===== src/rtl/core/frs_pkg.sv =====
// ----------------------------------------------------------------------------
// frs_pkg
// Shared types and constants for the frame-rate statistics window.
// ----------------------------------------------------------------------------
package frs_pkg;

   localparam int SUM_WIDTH    = 31;
   localparam int FPS_WIDTH    = 14;
   localparam int OUT_WIDTH    = 15;
   localparam int PERIOD_WIDTH = 20;

   localparam logic [FPS_WIDTH-1:0]    FPS_LIMIT    = 14'd10000;
   localparam logic [PERIOD_WIDTH-1:0] MIN_PERIOD   = 20'd100;
   localparam logic [PERIOD_WIDTH-1:0] PERIOD_RESET = 20'd10000;
   localparam logic signed [OUT_WIDTH-1:0] DEFAULT_MIN = 15'sd60;
   localparam logic signed [OUT_WIDTH-1:0] DEFAULT_MAX = -15'sd1;
   localparam logic signed [OUT_WIDTH-1:0] NO_AVG      = -15'sd1;
   localparam logic signed [OUT_WIDTH-1:0] NO_SAMPLE   = -15'sd1;

   typedef enum logic [1:0] {
      REQ_SAMPLE = 2'd0,
      REQ_TICK   = 2'd1,
      REQ_START  = 2'd2,
      REQ_STOP   = 2'd3
   } req_code_type;

   typedef enum logic [1:0] {
      KIND_ACCEPT   = 2'd0,
      KIND_REJECT   = 2'd1,
      KIND_PERIODIC = 2'd2,
      KIND_FINAL    = 2'd3
   } kind_type;

   typedef enum logic [1:0] {
      ST_IDLE,
      ST_DIVIDE,
      ST_LOAD
   } state_type;

   typedef struct packed {
      logic busy;
      logic done;
   } div_status_type;

endpackage


===== src/rtl/core/frame_rate_statistics_window.sv =====
// ----------------------------------------------------------------------------
// frame_rate_statistics_window
// Running min, max, sum and count of frame-rate samples with periodic and
// final reports.
// ----------------------------------------------------------------------------
// One word is taken at a time. Samples, start, stop without a report and
// ticks that do not end the period do not use the divider; a result, when
// they give one, goes to the result register and then to the output
// register once the output slot is free. A report that needs an average
// also runs the bit-serial divider, one quotient bit per cycle over the
// 31-bit sum: the quotient goes to the result register when the divider
// is done, then to the output register; no new word is taken before that
// load. A new word is accepted while a finished result waits on rsp_ready.
module frame_rate_statistics_window import frs_pkg::*; #(
   parameter int TIMER_WIDTH = 20
) (
   input  logic                        clock,
   input  logic                        reset,
   input  logic                        req_valid,
   output logic                        req_ready,
   input  logic [1:0]                  req_type,
   input  logic [FPS_WIDTH-1:0]        req_fps_value,
   output logic                        rsp_valid,
   input  logic                        rsp_ready,
   output logic [1:0]                  rsp_result_kind,
   output logic signed [OUT_WIDTH-1:0] rsp_avg_fps,
   output logic signed [OUT_WIDTH-1:0] rsp_min_fps,
   output logic signed [OUT_WIDTH-1:0] rsp_max_fps,
   input  logic                        csr_wr_en,
   input  logic [PERIOD_WIDTH-1:0]     csr_wr_data
);

   localparam int CMP_WIDTH = (TIMER_WIDTH > PERIOD_WIDTH) ? TIMER_WIDTH : PERIOD_WIDTH;

   state_type state_ff, state_in;

   logic [PERIOD_WIDTH-1:0]     period_ff;
   logic [SUM_WIDTH-1:0]        sum_ff, sum_in;
   logic [SUM_WIDTH-1:0]        count_ff, count_in;
   logic signed [OUT_WIDTH-1:0] min_ff, min_in;
   logic signed [OUT_WIDTH-1:0] max_ff, max_in;
   logic signed [OUT_WIDTH-1:0] last_ff, last_in;
   logic                        collecting_ff, collecting_in;
   logic [TIMER_WIDTH-1:0]      elapsed_ff, elapsed_in;

   kind_type                    res_kind_ff, res_kind_in;
   logic signed [OUT_WIDTH-1:0] res_avg_ff, res_avg_in;
   logic signed [OUT_WIDTH-1:0] res_min_ff, res_min_in;
   logic signed [OUT_WIDTH-1:0] res_max_ff, res_max_in;

   logic                        rsp_valid_ff;
   kind_type                    rsp_kind_ff;
   logic signed [OUT_WIDTH-1:0] rsp_avg_ff, rsp_min_ff, rsp_max_ff;

   logic                        accept;
   logic                        has_result;
   logic                        need_div;
   logic                        slot_free;
   logic                        load_out;
   logic                        div_start;
   logic [SUM_WIDTH:0]          sum_ext;
   logic [SUM_WIDTH:0]          guard_ext;
   logic signed [OUT_WIDTH-1:0] v_s;
   logic [SUM_WIDTH-1:0]        v_w;
   logic [TIMER_WIDTH-1:0]      el_next;
   logic [PERIOD_WIDTH-1:0]     period_eff;
   logic [SUM_WIDTH-1:0]        quotient;
   div_status_type              div_st;

   frs_divider u_divider (
      .clock    (clock),
      .reset    (reset),
      .start    (div_start),
      .dividend (sum_ff),
      .divisor  (count_ff),
      .quotient (quotient),
      .status   (div_st)
   );

   // window update on an accepted word, quotient capture when the divider is done
   always_comb begin
      v_s        = signed'({1'b0, req_fps_value});
      v_w        = SUM_WIDTH'(req_fps_value);
      sum_ext    = {1'b0, sum_ff} + {1'b0, v_w};
      guard_ext  = {1'b0, sum_ff} + {1'b0, count_ff};
      el_next    = elapsed_ff + 1'b1;
      period_eff = (period_ff < MIN_PERIOD) ? MIN_PERIOD : period_ff;

      sum_in        = sum_ff;
      count_in      = count_ff;
      min_in        = min_ff;
      max_in        = max_ff;
      last_in       = last_ff;
      collecting_in = collecting_ff;
      elapsed_in    = elapsed_ff;
      res_kind_in   = res_kind_ff;
      res_avg_in    = res_avg_ff;
      res_min_in    = res_min_ff;
      res_max_in    = res_max_ff;
      has_result    = 1'b0;
      need_div      = 1'b0;

      if (accept) begin
         unique case (req_code_type'(req_type))
            REQ_SAMPLE: begin
               has_result  = 1'b1;
               res_avg_in  = '0;
               res_min_in  = '0;
               res_max_in  = '0;
               if (req_fps_value > FPS_LIMIT) begin
                  res_kind_in = KIND_REJECT;
               end else begin
                  res_kind_in = KIND_ACCEPT;
                  last_in     = v_s;
                  if (sum_ext[SUM_WIDTH]) begin
                     sum_in   = v_w;
                     count_in = SUM_WIDTH'(1);
                     min_in   = v_s;
                     max_in   = v_s;
                  end else begin
                     sum_in = sum_ext[SUM_WIDTH-1:0];
                     if (v_s > max_ff) max_in = v_s;
                     if (v_s < min_ff) min_in = v_s;
                     if (count_ff != '1) count_in = count_ff + 1'b1;
                  end
               end
            end
            REQ_TICK: begin
               if (collecting_ff) begin
                  elapsed_in = el_next;
                  if (CMP_WIDTH'(el_next) >= CMP_WIDTH'(period_eff)) begin
                     elapsed_in  = '0;
                     has_result  = 1'b1;
                     res_kind_in = KIND_PERIODIC;
                     if (count_ff != '0) begin
                        need_div   = 1'b1;
                        res_min_in = min_ff;
                        res_max_in = max_ff;
                     end else begin
                        res_avg_in = NO_AVG;
                        res_min_in = DEFAULT_MIN;
                        res_max_in = DEFAULT_MAX;
                     end
                     if (!last_ff[OUT_WIDTH-1]) begin
                        sum_in   = {{(SUM_WIDTH-OUT_WIDTH){1'b0}}, last_ff};
                        count_in = SUM_WIDTH'(1);
                        min_in   = last_ff;
                        max_in   = last_ff;
                     end else begin
                        sum_in   = '0;
                        count_in = '0;
                        min_in   = DEFAULT_MIN;
                        max_in   = DEFAULT_MAX;
                     end
                  end
               end
            end
            REQ_START: begin
               sum_in        = '0;
               count_in      = '0;
               min_in        = DEFAULT_MIN;
               max_in        = DEFAULT_MAX;
               last_in       = NO_SAMPLE;
               elapsed_in    = '0;
               collecting_in = 1'b1;
            end
            REQ_STOP: begin
               collecting_in = 1'b0;
               elapsed_in    = '0;
               if (collecting_ff && count_ff != '0) begin
                  has_result  = 1'b1;
                  res_kind_in = KIND_FINAL;
                  res_min_in  = min_ff;
                  res_max_in  = max_ff;
                  if (guard_ext[SUM_WIDTH]) begin
                     res_avg_in = NO_AVG;
                  end else begin
                     need_div = 1'b1;
                  end
               end
            end
            default: begin
            end
         endcase
      end

      if (div_st.done) res_avg_in = quotient[OUT_WIDTH-1:0];
   end

   // next state
   always_comb begin
      state_in = state_ff;
      unique case (state_ff)
         ST_IDLE: begin
            if (accept && need_div) state_in = ST_DIVIDE;
            else if (accept && has_result) state_in = ST_LOAD;
         end
         ST_DIVIDE: begin
            if (div_st.done) state_in = ST_LOAD;
         end
         ST_LOAD: begin
            if (slot_free) state_in = ST_IDLE;
         end
         default: state_in = ST_IDLE;
      endcase
   end

   // control outputs
   always_comb begin
      slot_free = !rsp_valid_ff || rsp_ready;
      req_ready = 1'b0;
      load_out  = 1'b0;
      unique case (state_ff)
         ST_IDLE:   req_ready = 1'b1;
         ST_DIVIDE: req_ready = 1'b0;
         ST_LOAD:   load_out  = slot_free;
         default:   req_ready = 1'b0;
      endcase
      accept    = req_valid && req_ready;
      div_start = accept && need_div;
   end

   always_ff @(posedge clock) begin
      if (reset) begin
         state_ff      <= ST_IDLE;
         period_ff     <= PERIOD_RESET;
         sum_ff        <= '0;
         count_ff      <= '0;
         min_ff        <= DEFAULT_MIN;
         max_ff        <= DEFAULT_MAX;
         last_ff       <= '0;
         collecting_ff <= 1'b0;
         elapsed_ff    <= '0;
         rsp_valid_ff  <= 1'b0;
      end else begin
         state_ff      <= state_in;
         sum_ff        <= sum_in;
         count_ff      <= count_in;
         min_ff        <= min_in;
         max_ff        <= max_in;
         last_ff       <= last_in;
         collecting_ff <= collecting_in;
         elapsed_ff    <= elapsed_in;
         if (csr_wr_en) period_ff <= csr_wr_data;
         if (load_out) rsp_valid_ff <= 1'b1;
         else if (rsp_ready) rsp_valid_ff <= 1'b0;
      end
      res_kind_ff <= res_kind_in;
      res_avg_ff  <= res_avg_in;
      res_min_ff  <= res_min_in;
      res_max_ff  <= res_max_in;
      if (load_out) begin
         rsp_kind_ff <= res_kind_ff;
         rsp_avg_ff  <= res_avg_ff;
         rsp_min_ff  <= res_min_ff;
         rsp_max_ff  <= res_max_ff;
      end
   end

   assign rsp_valid       = rsp_valid_ff;
   assign rsp_result_kind = rsp_kind_ff;
   assign rsp_avg_fps     = rsp_avg_ff;
   assign rsp_min_fps     = rsp_min_ff;
   assign rsp_max_fps     = rsp_max_ff;

   a_div_only_in_divide: assert property (@(posedge clock) disable iff (reset)
      div_st.busy |-> state_ff == ST_DIVIDE)
      else $error("divider busy outside divide state");

   a_empty_window_sum: assert property (@(posedge clock) disable iff (reset)
      count_ff == '0 |-> sum_ff == '0)
      else $error("empty window with nonzero sum");

   a_timer_idle: assert property (@(posedge clock) disable iff (reset)
      !collecting_ff |-> elapsed_ff == '0)
      else $error("period timer running while not collecting");

   a_done_to_load: assert property (@(posedge clock) disable iff (reset)
      div_st.done |=> state_ff == ST_LOAD)
      else $error("division result not handed to output");

endmodule


===== src/rtl/core/frs_divider.sv =====
// ----------------------------------------------------------------------------
// frs_divider
// Bit-serial restoring divider, one quotient bit per cycle.
// ----------------------------------------------------------------------------
module frs_divider import frs_pkg::*; (
   input  logic                 clock,
   input  logic                 reset,
   input  logic                 start,
   input  logic [SUM_WIDTH-1:0] dividend,
   input  logic [SUM_WIDTH-1:0] divisor,
   output logic [SUM_WIDTH-1:0] quotient,
   output div_status_type       status
);

   localparam int CNT_WIDTH = $clog2(SUM_WIDTH);

   logic                 busy_ff, busy_in;
   logic                 done_ff, done_in;
   logic [CNT_WIDTH-1:0] step_ff, step_in;
   logic [SUM_WIDTH-1:0] quo_ff, quo_in;
   logic [SUM_WIDTH-1:0] rem_ff, rem_in;
   logic [SUM_WIDTH-1:0] dsr_ff, dsr_in;
   logic [SUM_WIDTH:0]   trial;
   logic                 fits;

   always_comb begin
      trial   = {rem_ff, quo_ff[SUM_WIDTH-1]};
      fits    = trial >= {1'b0, dsr_ff};
      busy_in = busy_ff;
      done_in = 1'b0;
      step_in = step_ff;
      quo_in  = quo_ff;
      rem_in  = rem_ff;
      dsr_in  = dsr_ff;
      if (start) begin
         busy_in = 1'b1;
         step_in = CNT_WIDTH'(SUM_WIDTH - 1);
         quo_in  = dividend;
         rem_in  = '0;
         dsr_in  = divisor;
      end else if (busy_ff) begin
         quo_in = {quo_ff[SUM_WIDTH-2:0], fits};
         rem_in = fits ? SUM_WIDTH'(trial - {1'b0, dsr_ff}) : trial[SUM_WIDTH-1:0];
         if (step_ff == '0) begin
            busy_in = 1'b0;
            done_in = 1'b1;
         end else begin
            step_in = step_ff - 1'b1;
         end
      end
   end

   always_ff @(posedge clock) begin
      if (reset) begin
         busy_ff <= 1'b0;
         done_ff <= 1'b0;
      end else begin
         busy_ff <= busy_in;
         done_ff <= done_in;
      end
      step_ff <= step_in;
      quo_ff  <= quo_in;
      rem_ff  <= rem_in;
      dsr_ff  <= dsr_in;
   end

   assign quotient    = quo_ff;
   assign status.busy = busy_ff;
   assign status.done = done_ff;

endmodule

===== config.mk =====
export PLATFORM = sky130hd
export DESIGN_NAME = frame_rate_statistics_window
export DESIGN_NICKNAME = d
export VERILOG_FILES = /design/src/rtl/core/frs_pkg.sv /design/src/rtl/core/frame_rate_statistics_window.sv /design/src/rtl/core/frs_divider.sv
export SDC_FILE = /design/constraint.sdc
export NUM_CORES = 1
export LEC_CHECK = 0
export BUFFER_PORTS_ARGS = -buffer_cell sky130_fd_sc_hd__buf_2
export CAP_MARGIN = 30
export CORE_MARGIN = 5
export CORE_UTILIZATION = 40
export CTS_CLUSTER_DIAMETER = 40
export CTS_CLUSTER_SIZE = 28
export DETAILED_ROUTE_END_ITERATION = 8
export PLACE_DENSITY = 0.61
export SLEW_MARGIN = 5
export SYNTH_ARGS = -nofsm -noshare
export SYNTH_HDL_FRONTEND = slang
export SYNTH_SLANG_ARGS = --single-unit

===== constraint.sdc =====
create_clock -name clock -period 6.5 [get_ports clock]
set_input_delay 0.325 -clock clock [delete_from_list [all_inputs] [get_ports clock]]
set_output_delay 0.325 -clock clock [all_outputs]
set_load 0.01 [all_outputs]

After elaboration in Yosys (flattened, before gate mapping). Cells that the tools add are included.

Add/sub/neg operators: 6. Multipliers: 0. Divide/modulo/power cells: 0. Magnitude comparators: 6. Equality and inequality tests: 21. Shift operators: 0. Muxes and demuxes: 85. Bitwise gates (word level): 2. Reduce and logical (&&, ||, !) cells: 32.

Operators by type and width (count): $mux W15 (27); $mux W31 (12); $pmux W15 S3 (5); $pmux W31 S3 (2); $mux W20 (3); $pmux W20 S2 (1); $add A31 B14 Y32 (1); $add A31 B31 Y32 (1); $ge A32 B31 Y1 (1); $add A31 B1 Y31 const B (1); $ne A31 B31 Y1 const B (1); $reduce_bool A31 Y1 (1); $sub A31 B31 Y31 (1); $pmux W15 S2 (1); $mux W14 (2); $add A20 B1 Y20 const B (1); $ge A20 B20 Y1 (1); $lt A20 B7 Y1 const B (1); $mux W1 (20); $reduce_and A6 Y1 (3); $gt A15 B15 Y1 (1); $lt A15 B15 Y1 (1); $ne A3 B2 Y1 const B (5); $gt A14 B14 Y1 const B (1); 25 further kinds (58).

Register bits after elaboration: 345. Bits in latches: 0. Memory bits (writable): 0. Memory bits (read-only): 0. Bits of input ports: 41. Output and inout bits: 49. Word-level logic and storage cells: 176. Memories kept: 0.

Depth between registers and ports, before layout.
Word-level depth: 11. Mapped depth: 23. Depth with buffers taken out: 17.

Hierarchy. A second synthesis with hierarchy kept.

Cell total of the unflattened synthesis: 1973. Area, all modules: 19134.6 um2.

Modules (own cells, without submodules): frame_rate_statistics_window (times used 1, cells an instance 1377, area an instance 13177.6 um2, seq. area each 5765.5 um2); frs_divider (times used 1, cells an instance 596, area an instance 5957.0 um2, seq. area each 2622.5 um2).

Least setup slack after synthesis. No wires, ideal clock.

Path kind: flip-flop to flip-flop. From: register elapsed_ff[0]. To: register u_divider.dsr_ff[0] (enable). Setup time: 0.407 ns. Arrival time: 4.717 ns. Data required time: 6.093 ns. Setup slack: 1.376 ns. Stages on the path, launching flop included: 21. Cells stage by stage: dfxtp_1 -> nand3_1 -> or2_1 -> clkbuf_1 -> nor2b_2 -> and3_1 -> buf_2 -> and2_1 -> and4_1 -> clkbuf_1 -> xor2_1 -> ha_1 -> a21o_1 -> a21o_1 -> a21oi_1 -> nand2_1 -> a21o_1 -> nand3_1 -> a2111oi_1 -> clkbuf_1 -> buf_1.

Longest elaborated chain between the ends: 7.

RTL lines: start, declared (line frame_rate_statistics_window.sv:44) `logic [TIMER_WIDTH-1:0] elapsed_ff, elapsed_in;`; start signal, assigned (line frame_rate_statistics_window.sv:243) `elapsed_ff <= elapsed_in;`; $add A20 B1 Y20 (line frame_rate_statistics_window.sv:86) `el_next = elapsed_ff + 1'b1;`; $ge A20 B20 Y1 (line frame_rate_statistics_window.sv:131) `if (CMP_WIDTH'(el_next) >= CMP_WIDTH'(period_eff)) begin`; $mux W1 (line frame_rate_statistics_window.sv:131); $mux W1 (line frame_rate_statistics_window.sv:129) `if (collecting_ff) begin`; $pmux W1 S2 (line frame_rate_statistics_window.sv:104) `unique case (req_code_type'(req_type))`; $mux W1 (line frame_rate_statistics_window.sv:103) `if (accept) begin`; $logic_and A1 B1 Y1 (line frame_rate_statistics_window.sv:220) `div_start = accept && need_div;`; named net div_start (line frame_rate_statistics_window.sv:60) `logic div_start;`; end signal, assigned (line frs_divider.sv:64) `dsr_ff <= dsr_in;`; end, declared (line frs_divider.sv:22) `logic [SUM_WIDTH-1:0] dsr_ff, dsr_in;`.

The timed path passes the listed nets, and every way through them passes these cells. A chain may end at the register's enable or synchronous reset.

Worst setup path in the final report.
From: register elapsed_ff[0]. To: register max_ff[7].

Longest elaborated chain between the ends: 4.

RTL lines: $add A20 B1 Y20 (line frame_rate_statistics_window.sv:86); $ge A20 B20 Y1 (line frame_rate_statistics_window.sv:131); $ne A2 B2 Y1 (no line); $reduce_and A6 Y1 (no line); end signal, assigned (line frame_rate_statistics_window.sv:240) `max_ff <= max_in;`; end, declared (line frame_rate_statistics_window.sv:41) `logic signed [OUT_WIDTH-1:0] max_ff, max_in;`.

No other way between the ends.

==> impl_metrics.csv <==
group,metric,value,unit
drt,initialDrtViolationCount,1103,
place,place.detailed.hpwl,33700,µm
synth,synth_edf_count,154,
clock_tree,clockRootBuffer,"sky130_fd_sc_hd__clkbuf_16",
setup_path,worst-r2r-setup-slack,1590,ps
floorplanning,fp.dieArea,51100,µm²
timing,timing.fmax,204,MHz
synth,seq_area_frac_synth,0.449,
synth,netlist-cell-type-count,84,
timing,final.period_utilization,0.755,
setup_path,r2r_cells,17,
synth,synthesis.area_per_instance,9.61,µm²
setup_path,slowest_stage,"sky130_fd_sc_hd__or4_4",
setup_path,worst-endpoint-arrival,5440,ps
global_route,pin_count_of_the_biggest_net_entering_global_routing,115,
cells_and_area,drive_gt1_frac,0.140,
synth,synthesis.area,18700,µm²
synth,synth.ff_latch_count,342,
run,drv.max_cap_violation_count,0,
worst_hold_path,worst_hold_path_type,"input pin to register",
global_route,grt_overflow_total,0,
global_route,groute.usage.overall,0.186,
synth,syn-num-nets,2116,
clock_tree,post_cts.resized_instances,0,
timing,fin_tns_setup,0,ps
place,place_congestion,0.895,
setup_path,timing.critical_path.slowest_cell_delay,780,ps
synth,async_flop_share,0,
worst_hold_path,min_from,"req_fps_value[0]",
floorplanning,floorplan.core_area,46400,µm²
timing,final_period_minus_worst_setup_slack,4910,ps
cells_and_area,antenna_cells,0,
setup_path,cp_max_fo,36,
clock_tree,tritoncts,"built",
run_status,outcome,"finished, final reports clean",
synth,syn-instance-count,1943,
timing,timing_worst_slew_pin_value,893,ps
drt,drt-total-wl,48100,µm
floorplanning,die_height,226,µm
worst_hold_path,hold_path_end,"last_ff[0]$_SDFFE_PP0P_",
pwr,ir_worst_vdd,0.255,mV
timing,worst_rel_slew_slack,0.403,
clock_tree,cts_htree_levels,2,
floorplanning,design.portCount,90,
clock_tree,clkLatencyLatePin,610,ps
setup_path,critical_path.endpoint_type,"register",
synth,yosys_most_used_dff,"sky130_fd_sc_hd__dfxtp_1",
global_route,vias_in_the_first_global_route,14800,
clock_tree,ctsLongestPathBuffers,3,
synth,synth.yosys.warnings,0,
cells_and_area,multi_input_comb_area,9460,µm²
cells_and_area,layout_common_cells,"sky130_fd_sc_hd__nor2_1, sky130_fd_sc_hd__dfxtp_1, sky130_fd_sc_hd__edfxtp_1, sky130_fd_sc_hd__a21oi_1, sky130_fd_sc_hd__ha_1",
clock_tree,cts_num_sinks,342,
pwr,leakage,9.00,nW
setup_path,startpoint_type,"register",
pwr,cellPowerDensity,292,nW/µm²
global_route,number_of_antenna_violations_at_the_first_check_in_global_routing,3,
timing,final-max-slew-violation-count,0,
global_route,grt_pass1_wl,77900,µm
timing,worst_slack,1590,ps
cells_and_area,layout-area-overhead-vs-synth,17.3,%
place,portBuffers,88,
cells_and_area,num-fill-cells,4324,
setup_path,path_type_of_the_worst_setup_path,"register to register",
timing,rsz0062_at_grt,"false",
setup_path,crit_path_frequent_cell,"sky130_fd_sc_hd__and3_1",
drt,via_per_inst,5.54,
floorplanning,initial_utilization,0.403,
setup_path,cell_breakdown_of_the_critical_path,"ha_1 -> and3_1 -> and2_1 -> and3_1 -> and3_1 -> and3_1 -> nand3_1 -> xnor2_1 -> ha_1 -> a21o_1 -> a21oi_1 -> nand3_1 -> a21oi_1 -> or4_4 -> a31oi_2 -> buf_4 -> mux2i_1",
drt,drc,0,
place,dp_worst_setup_slack,1620,ps
cells_and_area,final_nets,2207,
clock_tree,cts_inserted_buffers,58,
drt,firstDrtPassIters,5,
cells_and_area,mostFrequentLayoutCell,"sky130_fd_sc_hd__nor2_1",
drt,vias,14900,
timing,fin_worst_skew,31.0,ps
floorplanning,die_x,226,µm
cells_and_area,finish.utilization,0.472,
timing,finalSetupViolCount,0,
drt,ant_nets,0,
setup_path,rr_endpoint,"max_ff[7]$_SDFFE_PP1P_",
clock_tree,clk_pin_slew,60,ps
cells_and_area,register_cell_area_after_layout,8390,µm²
setup_path,cp_data_required_time,7030,ps
worst_hold_path,worst_hold_path_stage_count,2,
setup_path,rr_startpoint,"elapsed_ff[0]$_SDFFE_PP0P_",
timing,hold_violations,0,
drt,avgRoutedWirePerCell,17.9,µm
floorplanning,floorplan_row_count,79,
per-layer routing:
layer | vias to the layer above | GRT usage | wire length [µm]
li1 | 7327 | - | -
met1 | 7104 | 0.245 | 21600
met3 | 102 | 0.0355 | 2460
met2 | 370 | 0.309 | 22500
met5 | - | 0 | 41
met4 | 6 | 0.0664 | 1520
where the power goes:
part           switching [mW]  internal (mW)
Combinational           0.493          0.349
Clock                    1.25           1.88
Sequential             0.0839           2.34
worst max path at each step:
stage | start | end | cells after the start | slack [ps]
2_1_floorplan | elapsed_ff[0]$_SDFFE_PP0P_ | u_divider.dsr_ff[0]$_DFFE_PP_ | 20 | 1380
3_3_place_gp | elapsed_ff[0]$_SDFFE_PP0P_ | max_ff[11]$_SDFFE_PP1P_ | 17 | 1750
3_5_place_dp | elapsed_ff[0]$_SDFFE_PP0P_ | max_ff[7]$_SDFFE_PP1P_ | 17 | 1620
4_1_cts | elapsed_ff[0]$_SDFFE_PP0P_ | max_ff[7]$_SDFFE_PP1P_ | 17 | 1580
5_1_grt | elapsed_ff[2]$_SDFFE_PP0P_ | count_ff[20]$_SDFFE_PP0P_ | 17 | 1210
6_report | elapsed_ff[0]$_SDFFE_PP0P_ | max_ff[7]$_SDFFE_PP1P_ | 17 | 1590
critical path: cells and delay by family, from the launching register on:
kind,cells,cell delay [ps]
mux,1,210
fa+ha+maj,2,550
flops,1,390
xor+xnor,1,160
simple gates,8,2170
compound gates,4,1030
buf+inv,1,300
logic make-up after synthesis:
family,share of synthesized area
AO/OA/AOI/OAI,0.183
XOR/XNOR,0.0328
adder cells (fa/ha/maj),0.0893
buffers and inverters,0.0460
flip-flops,0.449
multiplexers,0.0449
other,0.000201
AND/OR/NAND/NOR,0.155
cell type report:
class	instances	area share
clock buffers	61	0.0668
clock inverters	49	0.0259
inverters	121	0.0207
multi-input cells	1382	0.432
flip-flops and latches	342	0.383
well taps	607	0.0347
repair buffers	129	0.0371
metrics by stage:
stage	power (mW)	cell area [µm²]	hold slack (ps)	std cells
floorplan	3.07	18700	400	1943
finish	6.40	21900	137	2691
global route	6.69	21900	114	2691
detailed placement	3.29	19700	405	2560
CTS	6.46	21900	89.7	2690
global placement	3.27	19700	404	2560
flip-flops by register name, indices dropped and copies added, names as in the netlist, 20 cells and up:
signal	cells
u_divider.rem_ff	31
u_divider.dsr_ff	31
count_ff	31
period_ff	20
sum_ff	31
elapsed_ff	20
u_divider.quotient	31
synthesized netlist by cell type, types with 13 or more instances:
master	count	area [µm²]
sky130_fd_sc_hd__a211oi_1	52	390
sky130_fd_sc_hd__a21o_1	50	375
sky130_fd_sc_hd__a21oi_1	130	651
sky130_fd_sc_hd__a221oi_1	16	140
sky130_fd_sc_hd__and2_1	22	138
sky130_fd_sc_hd__and3_1	20	125
sky130_fd_sc_hd__buf_2	14	70.1
sky130_fd_sc_hd__clkbuf_1	74	278
sky130_fd_sc_hd__dfxtp_1	188	3760
sky130_fd_sc_hd__edfxtp_1	154	4620
sky130_fd_sc_hd__ha_1	130	1630
sky130_fd_sc_hd__inv_1	120	450
sky130_fd_sc_hd__mux2_2	22	248
sky130_fd_sc_hd__mux2i_1	59	591
sky130_fd_sc_hd__nand2_1	113	424
sky130_fd_sc_hd__nand2b_1	14	87.6
sky130_fd_sc_hd__nand3_1	47	235
sky130_fd_sc_hd__nand4_1	27	169
sky130_fd_sc_hd__nor2_1	220	826
sky130_fd_sc_hd__nor2b_1	14	87.6
sky130_fd_sc_hd__nor3_1	36	180
sky130_fd_sc_hd__nor4_1	20	125
sky130_fd_sc_hd__o211ai_1	26	195
sky130_fd_sc_hd__o21a_1	15	113
sky130_fd_sc_hd__o21ai_0	97	485
sky130_fd_sc_hd__o221a_2	13	146
sky130_fd_sc_hd__xnor2_1	45	394
sky130_fd_sc_hd__xor2_1	25	219
repair_timing:
| item | CTS | global route |
|---|---|---|
| buffers inserted | 0 | 0 |
| hold buffers | 20 | 0 |
| hold endpoints to repair | 20 | 0 |
(Power assumes the default switching activity.)
